$ cat src/rtl/core/hcd_pkg.sv
// ----------------------------------------------------------------------------
// hcd_pkg
// Types, constants and helper functions of the chunked body decoder.
// ----------------------------------------------------------------------------
`default_nettype none

package hcd_pkg;

  parameter int unsigned MAX_SIZE_DIGITS = 8;

  localparam int unsigned CHUNK_W = 32;
  localparam int unsigned CHARS_W = 4;
  localparam int unsigned SKIP_W  = 2;
  localparam int unsigned CRLF_W  = 2;

  localparam logic [7:0]         BYTE_CR     = 8'd13;
  localparam logic [7:0]         BYTE_LF     = 8'd10;
  localparam logic [SKIP_W-1:0]  TRAIL_BYTES = SKIP_W'(2);
  localparam logic [CRLF_W-1:0]  HDR_PAIRS   = CRLF_W'(2);
  localparam logic [CHARS_W-1:0] CHARS_MAX   = '1;

  typedef enum logic [2:0] {
    PH_HEADER = 3'd0,
    PH_SIZE   = 3'd1,
    PH_DATA   = 3'd2,
    PH_SKIP   = 3'd3,
    PH_DONE   = 3'd4
  } phase_e;

  typedef struct packed {
    logic [7:0] payload_byte;
    logic       chunk_last;
  } result_t;

  typedef struct packed {
    logic       valid;
    logic [3:0] value;
  } hex_digit_t;

  function automatic hex_digit_t hex_decode(input logic [7:0] b);
    hex_digit_t r;
    r.valid = 1'b1;
    r.value = 4'd0;
    if (b >= 8'h30 && b <= 8'h39) begin
      r.value = 4'(b - 8'h30);
    end else if (b >= 8'h61 && b <= 8'h66) begin
      r.value = 4'(b - 8'h57);
    end else if (b >= 8'h41 && b <= 8'h46) begin
      r.value = 4'(b - 8'h37);
    end else begin
      r.valid = 1'b0;
    end
    return r;
  endfunction

endpackage

`default_nettype wire

$ cat src/rtl/core/hcd_if.sv
// ----------------------------------------------------------------------------
// hcd interfaces
// Valid/ready channels for received bytes and decoded payload words.
// ----------------------------------------------------------------------------
`default_nettype none

interface hcd_rx_if;
  logic       valid;
  logic       ready;
  logic [7:0] rx_byte;

  modport source (output valid, output rx_byte, input ready);
  modport sink   (input valid, input rx_byte, output ready);
endinterface

interface hcd_payload_if;
  logic       valid;
  logic       ready;
  logic [7:0] payload_byte;
  logic       chunk_last;

  modport source (output valid, output payload_byte, output chunk_last, input ready);
  modport sink   (input valid, input payload_byte, input chunk_last, output ready);
endinterface

`default_nettype wire

$ cat src/rtl/core/hcd_in_reg.sv
// ----------------------------------------------------------------------------
// hcd_in_reg
// Input register that holds one received byte until the decoder takes it.
// ----------------------------------------------------------------------------
`default_nettype none

module hcd_in_reg (
  input  wire logic       clk_i,
  input  wire logic       rst_ni,
  input  wire logic       in_valid_i,
  input  wire logic [7:0] in_byte_i,
  output logic            in_ready_o,
  output logic            byte_valid_o,
  output logic [7:0]      byte_o,
  input  wire logic       take_i
);

  logic       valid_q;
  logic [7:0] byte_q;

  assign in_ready_o   = !valid_q || take_i;
  assign byte_valid_o = valid_q;
  assign byte_o       = byte_q;

  always_ff @(posedge clk_i or negedge rst_ni) begin
    if (!rst_ni) begin
      valid_q <= 1'b0;
    end else if (in_ready_o) begin
      valid_q <= in_valid_i;
    end
  end

  always_ff @(posedge clk_i) begin
    if (in_ready_o && in_valid_i) begin
      byte_q <= in_byte_i;
    end
  end

endmodule

`default_nettype wire

$ cat src/rtl/core/hcd_decoder.sv
// ----------------------------------------------------------------------------
// hcd_decoder
// Parser state and the per-byte step of header, size line, data and trailer.
// ----------------------------------------------------------------------------
`default_nettype none

module hcd_decoder (
  input  wire logic             clk_i,
  input  wire logic             rst_ni,
  input  wire logic             step_i,
  input  wire logic [7:0]       byte_i,
  output logic                  res_valid_o,
  output hcd_pkg::result_t      res_o
);

  hcd_pkg::phase_e                   phase_q, phase_d;
  logic                              prev_cr_q, prev_cr_d;
  logic [hcd_pkg::CRLF_W-1:0]        crlf_cnt_q, crlf_cnt_d;
  logic [hcd_pkg::CHARS_W-1:0]       chars_q, chars_d;
  logic                              hex_stop_q, hex_stop_d;
  logic [hcd_pkg::CHUNK_W-1:0]       remain_q, remain_d;
  logic [hcd_pkg::SKIP_W-1:0]        skip_q, skip_d;

  hcd_pkg::hex_digit_t               digit;
  logic                              is_cr;
  logic                              is_lf;
  logic [hcd_pkg::CHUNK_W-1:0]       remain_dec;

  assign digit      = hcd_pkg::hex_decode(byte_i);
  assign is_cr      = (byte_i == hcd_pkg::BYTE_CR);
  assign is_lf      = (byte_i == hcd_pkg::BYTE_LF);
  assign remain_dec = remain_q - hcd_pkg::CHUNK_W'(1);

  always_comb begin
    phase_d    = phase_q;
    prev_cr_d  = prev_cr_q;
    crlf_cnt_d = crlf_cnt_q;
    chars_d    = chars_q;
    hex_stop_d = hex_stop_q;
    remain_d   = remain_q;
    skip_d     = skip_q;
    case (phase_q)
      hcd_pkg::PH_HEADER: begin
        prev_cr_d = is_cr;
        if (prev_cr_q && is_lf) begin
          crlf_cnt_d = crlf_cnt_q + hcd_pkg::CRLF_W'(1);
        end else if (!is_cr) begin
          crlf_cnt_d = '0;
        end
        if (crlf_cnt_d == hcd_pkg::HDR_PAIRS) begin
          crlf_cnt_d = '0;
          chars_d    = '0;
          hex_stop_d = 1'b0;
          remain_d   = '0;
          phase_d    = hcd_pkg::PH_SIZE;
        end
      end
      hcd_pkg::PH_SIZE: begin
        prev_cr_d = is_cr;
        if (!is_cr && !is_lf) begin
          if (!digit.valid) begin
            hex_stop_d = 1'b1;
          end else if (!hex_stop_q) begin
            remain_d = {remain_q[hcd_pkg::CHUNK_W-5:0], digit.value};
          end
          if (chars_q != hcd_pkg::CHARS_MAX) begin
            chars_d = chars_q + hcd_pkg::CHARS_W'(1);
          end
          if ({1'b0, chars_d} >= (hcd_pkg::CHARS_W + 1)'(hcd_pkg::MAX_SIZE_DIGITS)) begin
            hex_stop_d = 1'b1;
          end
        end else if (chars_q != '0 && prev_cr_q && is_lf) begin
          chars_d    = '0;
          hex_stop_d = 1'b0;
          phase_d    = (remain_q == '0) ? hcd_pkg::PH_DONE : hcd_pkg::PH_DATA;
        end
      end
      hcd_pkg::PH_DATA: begin
        prev_cr_d = is_cr;
        remain_d  = remain_dec;
        if (remain_dec == '0) begin
          skip_d  = hcd_pkg::TRAIL_BYTES;
          phase_d = hcd_pkg::PH_SKIP;
        end
      end
      hcd_pkg::PH_SKIP: begin
        if (skip_q != '0) begin
          skip_d = skip_q - hcd_pkg::SKIP_W'(1);
        end
        if (skip_d == '0) begin
          chars_d    = '0;
          hex_stop_d = 1'b0;
          remain_d   = '0;
          phase_d    = hcd_pkg::PH_SIZE;
        end
      end
      default: begin
        phase_d = phase_q;
      end
    endcase
  end

  always_comb begin
    res_valid_o        = 1'b0;
    res_o.payload_byte = byte_i;
    res_o.chunk_last   = (remain_dec == '0);
    case (phase_q)
      hcd_pkg::PH_DATA: begin
        res_valid_o = step_i;
      end
      default: begin
        res_valid_o = 1'b0;
      end
    endcase
  end

  always_ff @(posedge clk_i or negedge rst_ni) begin
    if (!rst_ni) begin
      phase_q    <= hcd_pkg::PH_HEADER;
      prev_cr_q  <= 1'b0;
      crlf_cnt_q <= '0;
      chars_q    <= '0;
      hex_stop_q <= 1'b0;
      remain_q   <= '0;
      skip_q     <= '0;
    end else if (step_i) begin
      phase_q    <= phase_d;
      prev_cr_q  <= prev_cr_d;
      crlf_cnt_q <= crlf_cnt_d;
      chars_q    <= chars_d;
      hex_stop_q <= hex_stop_d;
      remain_q   <= remain_d;
      skip_q     <= skip_d;
    end
  end

endmodule

`default_nettype wire

$ cat src/rtl/core/hcd_out_reg.sv
// ----------------------------------------------------------------------------
// hcd_out_reg
// Result register that holds one payload word until the sink takes it.
// ----------------------------------------------------------------------------
`default_nettype none

module hcd_out_reg (
  input  wire logic              clk_i,
  input  wire logic              rst_ni,
  input  wire logic              load_i,
  input  wire hcd_pkg::result_t  res_i,
  output logic                   can_load_o,
  hcd_payload_if.source          pl_o
);

  logic              valid_q;
  hcd_pkg::result_t  res_q;

  assign can_load_o      = !valid_q || pl_o.ready;
  assign pl_o.valid        = valid_q;
  assign pl_o.payload_byte = res_q.payload_byte;
  assign pl_o.chunk_last   = res_q.chunk_last;

  always_ff @(posedge clk_i or negedge rst_ni) begin
    if (!rst_ni) begin
      valid_q <= 1'b0;
    end else if (can_load_o) begin
      valid_q <= load_i;
    end
  end

  always_ff @(posedge clk_i) begin
    if (can_load_o && load_i) begin
      res_q <= res_i;
    end
  end

endmodule

`default_nettype wire

$ cat src/rtl/core/http_chunked_body_decoder_core.sv
// ----------------------------------------------------------------------------
// http_chunked_body_decoder_core
// A data byte passes from the input register through the parser step into the result register.
// Throughput: one byte per cycle while the output side does not stall.
// Stalls on the output side hold the parser and then the input register.
// Reset: asynchronous, active low; the parser restarts in the header phase.
// ----------------------------------------------------------------------------
`default_nettype none

module http_chunked_body_decoder_core (
  input  wire logic      clk_i,
  input  wire logic      rst_ni,
  hcd_rx_if.sink         rx_i,
  hcd_payload_if.source  pl_o
);

  logic              byte_valid;
  logic [7:0]        byte_q;
  logic              step;
  logic              can_load;
  logic              res_valid;
  hcd_pkg::result_t  res;

  assign step = byte_valid && can_load;

  hcd_in_reg u_in_reg (
    .clk_i        (clk_i),
    .rst_ni       (rst_ni),
    .in_valid_i   (rx_i.valid),
    .in_byte_i    (rx_i.rx_byte),
    .in_ready_o   (rx_i.ready),
    .byte_valid_o (byte_valid),
    .byte_o       (byte_q),
    .take_i       (step)
  );

  hcd_decoder u_decoder (
    .clk_i       (clk_i),
    .rst_ni      (rst_ni),
    .step_i      (step),
    .byte_i      (byte_q),
    .res_valid_o (res_valid),
    .res_o       (res)
  );

  hcd_out_reg u_out_reg (
    .clk_i      (clk_i),
    .rst_ni     (rst_ni),
    .load_i     (res_valid),
    .res_i      (res),
    .can_load_o (can_load),
    .pl_o       (pl_o)
  );

endmodule

`default_nettype wire
$ cat src/flat_wrapper.sv
// flat-port wrapper written by rule: the top's interface ports become plain ports
module http_chunked_body_decoder_core_flat 
  (clk_i, rst_ni, rx_i_valid, rx_i_rx_byte, rx_i_ready, pl_o_valid, pl_o_payload_byte, pl_o_chunk_last, pl_o_ready);
  hcd_rx_if rx_i_i ();
  hcd_payload_if pl_o_i ();
  input  wire logic clk_i;
  input  wire logic rst_ni;
  input wire logic [$bits(rx_i_i.valid)-1:0] rx_i_valid;
  input wire logic [$bits(rx_i_i.rx_byte)-1:0] rx_i_rx_byte;
  output wire logic [$bits(rx_i_i.ready)-1:0] rx_i_ready;
  output wire logic [$bits(pl_o_i.valid)-1:0] pl_o_valid;
  output wire logic [$bits(pl_o_i.payload_byte)-1:0] pl_o_payload_byte;
  output wire logic [$bits(pl_o_i.chunk_last)-1:0] pl_o_chunk_last;
  input wire logic [$bits(pl_o_i.ready)-1:0] pl_o_ready;
  assign rx_i_i.valid = rx_i_valid;
  assign rx_i_i.rx_byte = rx_i_rx_byte;
  assign rx_i_ready = rx_i_i.ready;
  assign pl_o_valid = pl_o_i.valid;
  assign pl_o_payload_byte = pl_o_i.payload_byte;
  assign pl_o_chunk_last = pl_o_i.chunk_last;
  assign pl_o_i.ready = pl_o_ready;
  http_chunked_body_decoder_core u_core (.clk_i(clk_i), .rst_ni(rst_ni), .rx_i(rx_i_i), .pl_o(pl_o_i));
endmodule
$ cat config.mk
export PLATFORM = sky130hd
export DESIGN_NAME = http_chunked_body_decoder_core_flat
export DESIGN_NICKNAME = d
export VERILOG_FILES = /design/src/rtl/core/hcd_pkg.sv /design/src/rtl/core/hcd_if.sv /design/src/rtl/core/hcd_in_reg.sv /design/src/rtl/core/hcd_decoder.sv /design/src/rtl/core/hcd_out_reg.sv /design/src/rtl/core/http_chunked_body_decoder_core.sv /design/src/flat_wrapper.sv
export SDC_FILE = /design/constraint.sdc
export NUM_CORES = 1
export LEC_CHECK = 0
export CAP_MARGIN = 40
export CORE_MARGIN = 2
export CORE_UTILIZATION = 50
export CTS_CLUSTER_DIAMETER = 60
export CTS_CLUSTER_SIZE = 30
export DETAILED_ROUTE_END_ITERATION = 16
export DONT_BUFFER_PORTS = 1
export GPL_ROUTABILITY_DRIVEN = 0
export HOLD_SLACK_MARGIN = 0.03
export PLACE_DENSITY = 0.69
export SLEW_MARGIN = 10
export SYNTH_ARGS = -nofsm -noshare
export SYNTH_HDL_FRONTEND = slang
export SYNTH_SLANG_ARGS = --single-unit
export TNS_END_PERCENT = 100
$ cat constraint.sdc
create_clock -name clk_i -period 2.7 [get_ports clk_i]
set_clock_uncertainty 0.1 [all_clocks]
set_input_delay 0.27 -clock clk_i [delete_from_list [all_inputs] [get_ports clk_i]]
set_output_delay 0.27 -clock clk_i [all_outputs]
set_load 0.005 [all_outputs]
# Yosys cells after proc, flatten, opt, wreduce, memory -nomap -nowiden

Index checks and enable logic that the tools add are counted.

Input port bits: 12
Register bits: 64
Word-level logic and storage cells: 119
Output and inout port bits: 11

Eq/ne operators: 17
Magnitude comparators: 7
Add/sub/neg operators: 7
Muxes and demuxes: 43
Reduce and logical (&&, ||, !) cells: 33

Operators with widths:

| operator                                                               | count |
|---|---|
| 32-bit two-way mux                                                     | 5 |
| 32-bit one-hot mux with 4 select lines                                 | 1 |
| 32-bit logical NOT                                                     | 2 |
| 4-bit two-way mux                                                      | 10 |
| 32-bit by 1-bit subtractor with 32-bit output (second input constant)  | 1 |
| 3-bit two-way mux                                                      | 6 |
| 8-bit by 4-bit equality test with 1-bit output (second input constant) | 2 |
| 8-bit by 7-bit >= comparator with 1-bit output (second input constant) | 2 |
| 8-bit by 7-bit <= comparator with 1-bit output (second input constant) | 2 |
| 2-bit inequality test (second input constant)                          | 8 |
| 2-bit two-way mux                                                      | 7 |
| 7-bit AND reduction                                                    | 2 |
| 3-bit one-hot mux with 4 select lines                                  | 1 |
| 4-bit one-hot mux with 3 select lines                                  | 1 |
| 1-bit logical AND                                                      | 10 |
| 1-bit two-way mux                                                      | 10 |
| 8-bit by 6-bit >= comparator with 1-bit output (second input constant) | 1 |
| 8-bit by 6-bit <= comparator with 1-bit output (second input constant) | 1 |
| 4-bit inequality test (second input constant)                          | 2 |
| 4-bit nonzero test                                                     | 2 |
| 4-bit by 3-bit subtractor with 4-bit output (second input constant)    | 2 |
| 3-bit by 2-bit equality test with 1-bit output (second input constant) | 2 |
| 6-bit AND reduction                                                    | 1 |
| 5-bit AND reduction                                                    | 1 |
| other kinds (19)                                                       | 25 |

# Longest topological paths before layout

Word-level depth: 9
Mapped depth: 10
Gate-level depth less buffers: 9

# By module

From an unflattened synthesis, not the netlist that was laid out.

Cell total of the unflattened synthesis: 475
Area total of the unflattened synthesis: 4,117.7 µm²

By module, submodules not included:

| module                         | times used | cells an instance | area each (µm²) | sequential area each (µm²) |
|---|---|---|---|---|
| hcd_decoder                    | 1          | 449               | 3,493.4         | 1,126.1 |
| hcd_out_reg                    | 1          | 13                | 324.1           | 295.3 |
| hcd_in_reg                     | 1          | 12                | 294.0           | 265.3 |
| http_chunked_body_decoder_core | 1          | 1                 | 6.3             | 0.0 |

# Worst setup path before layout

OpenSTA, ideal clock, no wires.

Path type: reg2reg
Start: register u_core.u_decoder.remain_q[0] in the netlist's numbering
End: register u_core.u_decoder.skip_q[0] in the netlist's numbering
Path slack: 0.026 ns
Cell stages (with the launch flop): 11
Data required time: 2.480 ns
Arrival: 2.454 ns
Setup time: 0.120 ns
Buffers on the path: 1
Clock period less this slack: 2.674 ns
Cells stage by stage: dfrtp_1 inv_1 ha_1 or4b_1 buf_2 o31a_1 nor4_2 nand4_1 nor4_2 nand4_1 a31o_1

Word-level cells in the longest chain between the ends: 4

RTL lines:

| element                                       | line               | source |
|---|---|---|
| start, declared                               | hcd_decoder.sv:21  | `logic [hcd_pkg::CHUNK_W-1:0] remain_q, remain_d;` |
| start signal, assigned                        | hcd_decoder.sv:132 | `remain_q <= remain_d;` |
| 32-bit by 1-bit subtractor with 32-bit output | hcd_decoder.sv:32  | `assign remain_dec = remain_q - hcd_pkg::CHUNK_W'(1);` |
| 32-bit logical NOT                            | hcd_decoder.sv:81  | `if (remain_dec == '0) begin` |
| 2-bit inequality test (no source line)        | -                  |  |
| 3-bit AND reduction (no source line)          | -                  |  |
| end signal, assigned                          | hcd_decoder.sv:133 | `skip_q <= skip_d;` |
| end, declared                                 | hcd_decoder.sv:22  | `logic [hcd_pkg::SKIP_W-1:0] skip_q, skip_d;` |

No other way between the ends.
A chain may end at the register's enable or synchronous reset.

# Worst setup path after layout

Same ends and word-level chain as after synthesis.

==> run summary <==
worst skew pair latency: 360 ps
Mean Syn Cell Area: 8.81 um^2
Final min period: 2590 ps
die width: 93.7 um
Post-Syn Area: 4030 um^2
Comb pwr share: 0.252
RR Startpoint: u_core.u_decoder.remain_q[0]
initial drt markers: 313
CTS Buf Count: 9
first-pass GRT wire length: 17500 um
Final ANT Viol Nets: 0
htree depth: 3
ant diodes: 0
FF+latch area: 1690 um^2
Net Sw Power: 0.813 mW
Reg power frac: 0.412
static leakage: 1.91 nW
max-slew violation count: 0
Final setup viols: 0
Mapped Nets: 477
Net Sw Frac: 0.316
P_int: 1.76 mW
crit share post-route: 0.960
I/O Pins: 23
Reg2Reg Depth: 9
largest net degree at the start of global routing: 48
Synth async-reset ratio: 0.734
placed cells: 580
Crit path required time: 2850 ps
most area-consuming cells after synthesis: dfrtp_1 29%, edfxtp_1 13%, o21ai_0 6.2%
Port Buffers: 0
Post-synth top flop: dfrtp_1
fill count: 669
Avg WL per Cell: 17.1 um
total power: 2.57 mW
total die area: 8790 um^2
#FFs+latches synth: 64
synthesis-to-finish area growth: 20.4%
worst r2r dst: u_core.u_decoder.skip_q[0]
Vias: 3807
Hold Violations, Final: 0
max cap viols: 0
status: finished, final reports clean
Crit-path slowest cell: or4b_4
DRC Markers: 0
Cells after Synth: 457
share of layout cells above drive strength 1: 0.202
Setup crit end: u_core.u_decoder.skip_q[0]
Worst Setup Start Kind: register
min-delay worst type: input pin to register
Initial Utilization: 0.518
Distinct cells, synth: 68
critical path type: register to register
initial antenna violation count: 0
global-route usage over all layers: 0.252
Finished Layout Cells: 613
Root Driver: clkbuf_8
CTS Buffer Depth: 2
vias in the first global route: 3609
number of synthesized flops with an enable pin: 17
Critical Path Fanout Max: 3
FP Rows: 32
setup repair after global routing missed its margin: yes
final layout net count: 526
Crit. Startpoint: u_core.u_decoder.remain_q[0]
clock power share: 0.336
CTS Sinks: 64
CP Data Arrival Time: 2750 ps
hpwl dp: 7240 um
total congestion overflow: 0
Multi-input gate area: 2220 um^2
Relative slew margins: 0.659
power density over the cells: 531 nW/um^2
TritonRoute pass-1 iters: 5
Core Region: 7770 um^2
Clock Pin Slew Worst Setup and Hold Paths: 80 ps
most area-hungry cell type in the Yosys netlist: dfrtp_1
Avg Vias per Cell: 6.21
Seq/Total Area, Yosys: 0.419
Ys Warns: 0
CP cell instances: inv_2 > ha_4 > or4b_4 > o31a_1 > nor4_2 > nand4_1 > nor4_2 > nand4_1 > a31o_1
CTS tree: built
die height: 93.7 um
Least-Margin Pin Slew: 507 ps
top-area cell type share of the netlist area: 0.292
VDD IR max: 0.000294 V
CP Capture Type: register
overall routed net length: 10500 um
Crit path largest cell delay: 480 ps
Max Freq: 0.386 GHz
FF-to-FF setup slack: 110 ps
==> power by group through the flow <==
stage	combinational [mW]	sequential [mW]	clock [mW]
2_1_floorplan	0.360	1.06	0
3_3_place_gp	0.558	1.07	0
3_5_place_dp	0.564	1.07	0
5_1_grt	0.706	1.06	0.920
4_1_cts	0.602	1.05	0.879
6_report	0.648	1.06	0.865
==> worst min path at each step <==
stage,startpoint,endpoint,depth (start not counted)
global placement,rst_ni,u_core.u_decoder.chars_q[0],0
floorplan,rst_ni,u_core.u_decoder.chars_q[0],0
finish,pl_o_ready,u_core.u_in_reg.byte_valid_o,2
global route,pl_o_ready,u_core.u_in_reg.byte_valid_o,2
detailed placement,rst_ni,u_core.u_decoder.chars_q[2],0
CTS,pl_o_ready,u_core.u_in_reg.byte_valid_o,2
==> state kept, by name, indices dropped and copies added, names as in the netlist <==
| register | flops |
|---|---|
| u_core.u_out_reg.pl_o.valid | 1 |
| u_core.u_in_reg.byte_o | 8 |
| u_core.u_decoder.skip_q | 2 |
| u_core.u_decoder.crlf_cnt_q | 2 |
| u_core.u_out_reg.pl_o.chunk_last | 1 |
| u_core.u_decoder.phase_q | 3 |
| u_core.u_decoder.chars_q | 4 |
| u_core.u_decoder.hex_stop_q | 1 |
| u_core.u_out_reg.pl_o.payload_byte | 8 |
| u_core.u_in_reg.byte_valid_o | 1 |
| u_core.u_decoder.prev_cr_q | 1 |
| u_core.u_decoder.remain_q | 32 |
==> kinds of logic after synthesis <==
| kind of cell | Yosys count | share of synthesized area |
|---|---|---|
| buffers and inverters | 42 | 0.0466 |
| AOI/OAI and AO/OA | 158 | 0.242 |
| and+or+nand+nor | 172 | 0.238 |
| muxes | 3 | 0.00777 |
| adders and majority gates | 8 | 0.0249 |
| xor gates and xnor gates | 10 | 0.0218 |
| DFF | 64 | 0.419 |
==> critical path: cells and delay by family, from the launching register on <==
kind	cells	cell delay, ps
adders and majority gates	1	130
DFF	1	400
buffers and inverters	1	80
and+or+nand+nor	5	1320
AOI/OAI and AO/OA	2	460
==> cell type report <==
cell class,count,share of cell area
sequential,64,0.348
timing repair buffer,63,0.112
clock buffer,11,0.0312
clock inverter,5,0.0114
tap,102,0.0263
inverter,17,0.0132
multi-input combinational,351,0.458
==> cell usage in the layout, fill, tap and decap left out, types with 4 or more instances in the layout <==
| cell | Yosys | routed |
|---|---|---|
| nor2_1 | 54 | 53 |
| edfxtp_1 | 17 | 17 |
| nand4_1 | 9 | 9 |
| a21oi_1 | 34 | 34 |
| nand2_1 | 20 | 20 |
| dlygate4sd3_1 | 0 | 10 |
| nor4_1 | 14 | 12 |
| xnor2_1 | 7 | 7 |
| nor4_2 | 3 | 4 |
| nor3_1 | 18 | 18 |
| a32oi_1 | 7 | 7 |
| ha_1 | 8 | 6 |
| a22oi_1 | 11 | 11 |
| or4_1 | 5 | 4 |
| buf_4 | 1 | 50 |
| a31oi_1 | 7 | 6 |
| o21ai_1 | 22 | 37 |
| nand2b_1 | 12 | 12 |
| inv_1 | 17 | 14 |
| o21ai_0 | 50 | 35 |
| clkbuf_8 | 0 | 11 |
| nand3_1 | 7 | 7 |
| dfrtp_1 | 47 | 45 |
==> synthesized netlist by cell type, drive strengths merged (3+ instances only) <==
cell and count:
nand4 9, nor4b 3, nand3 8, nor4 18, o31ai 3, o21ai 72
or3 5, a31oi 7, inv 17, a21oi 34, xnor2 7, edfxtp 17
nor2b 3, nor3 20, dfrtp 47, clkbuf 18, buf 7, a22oi 11
o31a 3, xor2 3, ha 8, a32oi 7, nor2 54, nand2b 12
or4 7, nand2 20
==> layer usage <==
layer,share of wire,track usage,wire length [um],up-vias
met5,0,0,0,-
met4,0.016,0.0894,164,0
met3,0.060,0.0506,627,16
met2,0.46,0.378,4820,145
met1,0.46,0.364,4860,1835
li1,-,-,-,1811
==> through the flow <==
stage	hold WS, ps	cell area, um^2	util	TNS, ps	setup slack (ps)
final	66.8	4850	0.624	0	107
after floorplan	-126	4030	-	0	26.0
after global routing	86.2	4850	0.624	-43.0	-27.1
after CTS	60.5	4740	0.611	0	10.6
after detailed placement	-125	4400	0.567	-19.0	-19.0
after global placement	-125	4400	0.567	0	86.3
==> timing repair <==
action,in CTS,in global routing
pin swaps,0,12
gates cloned,0,0
endpoints found under the setup margin,1,40
gates resized for setup,2,30
setup buffers,0,6
hold endpoints to repair,56,0
hold buffers,11,0
No activity file was read; power rests on OpenSTA's default activity.
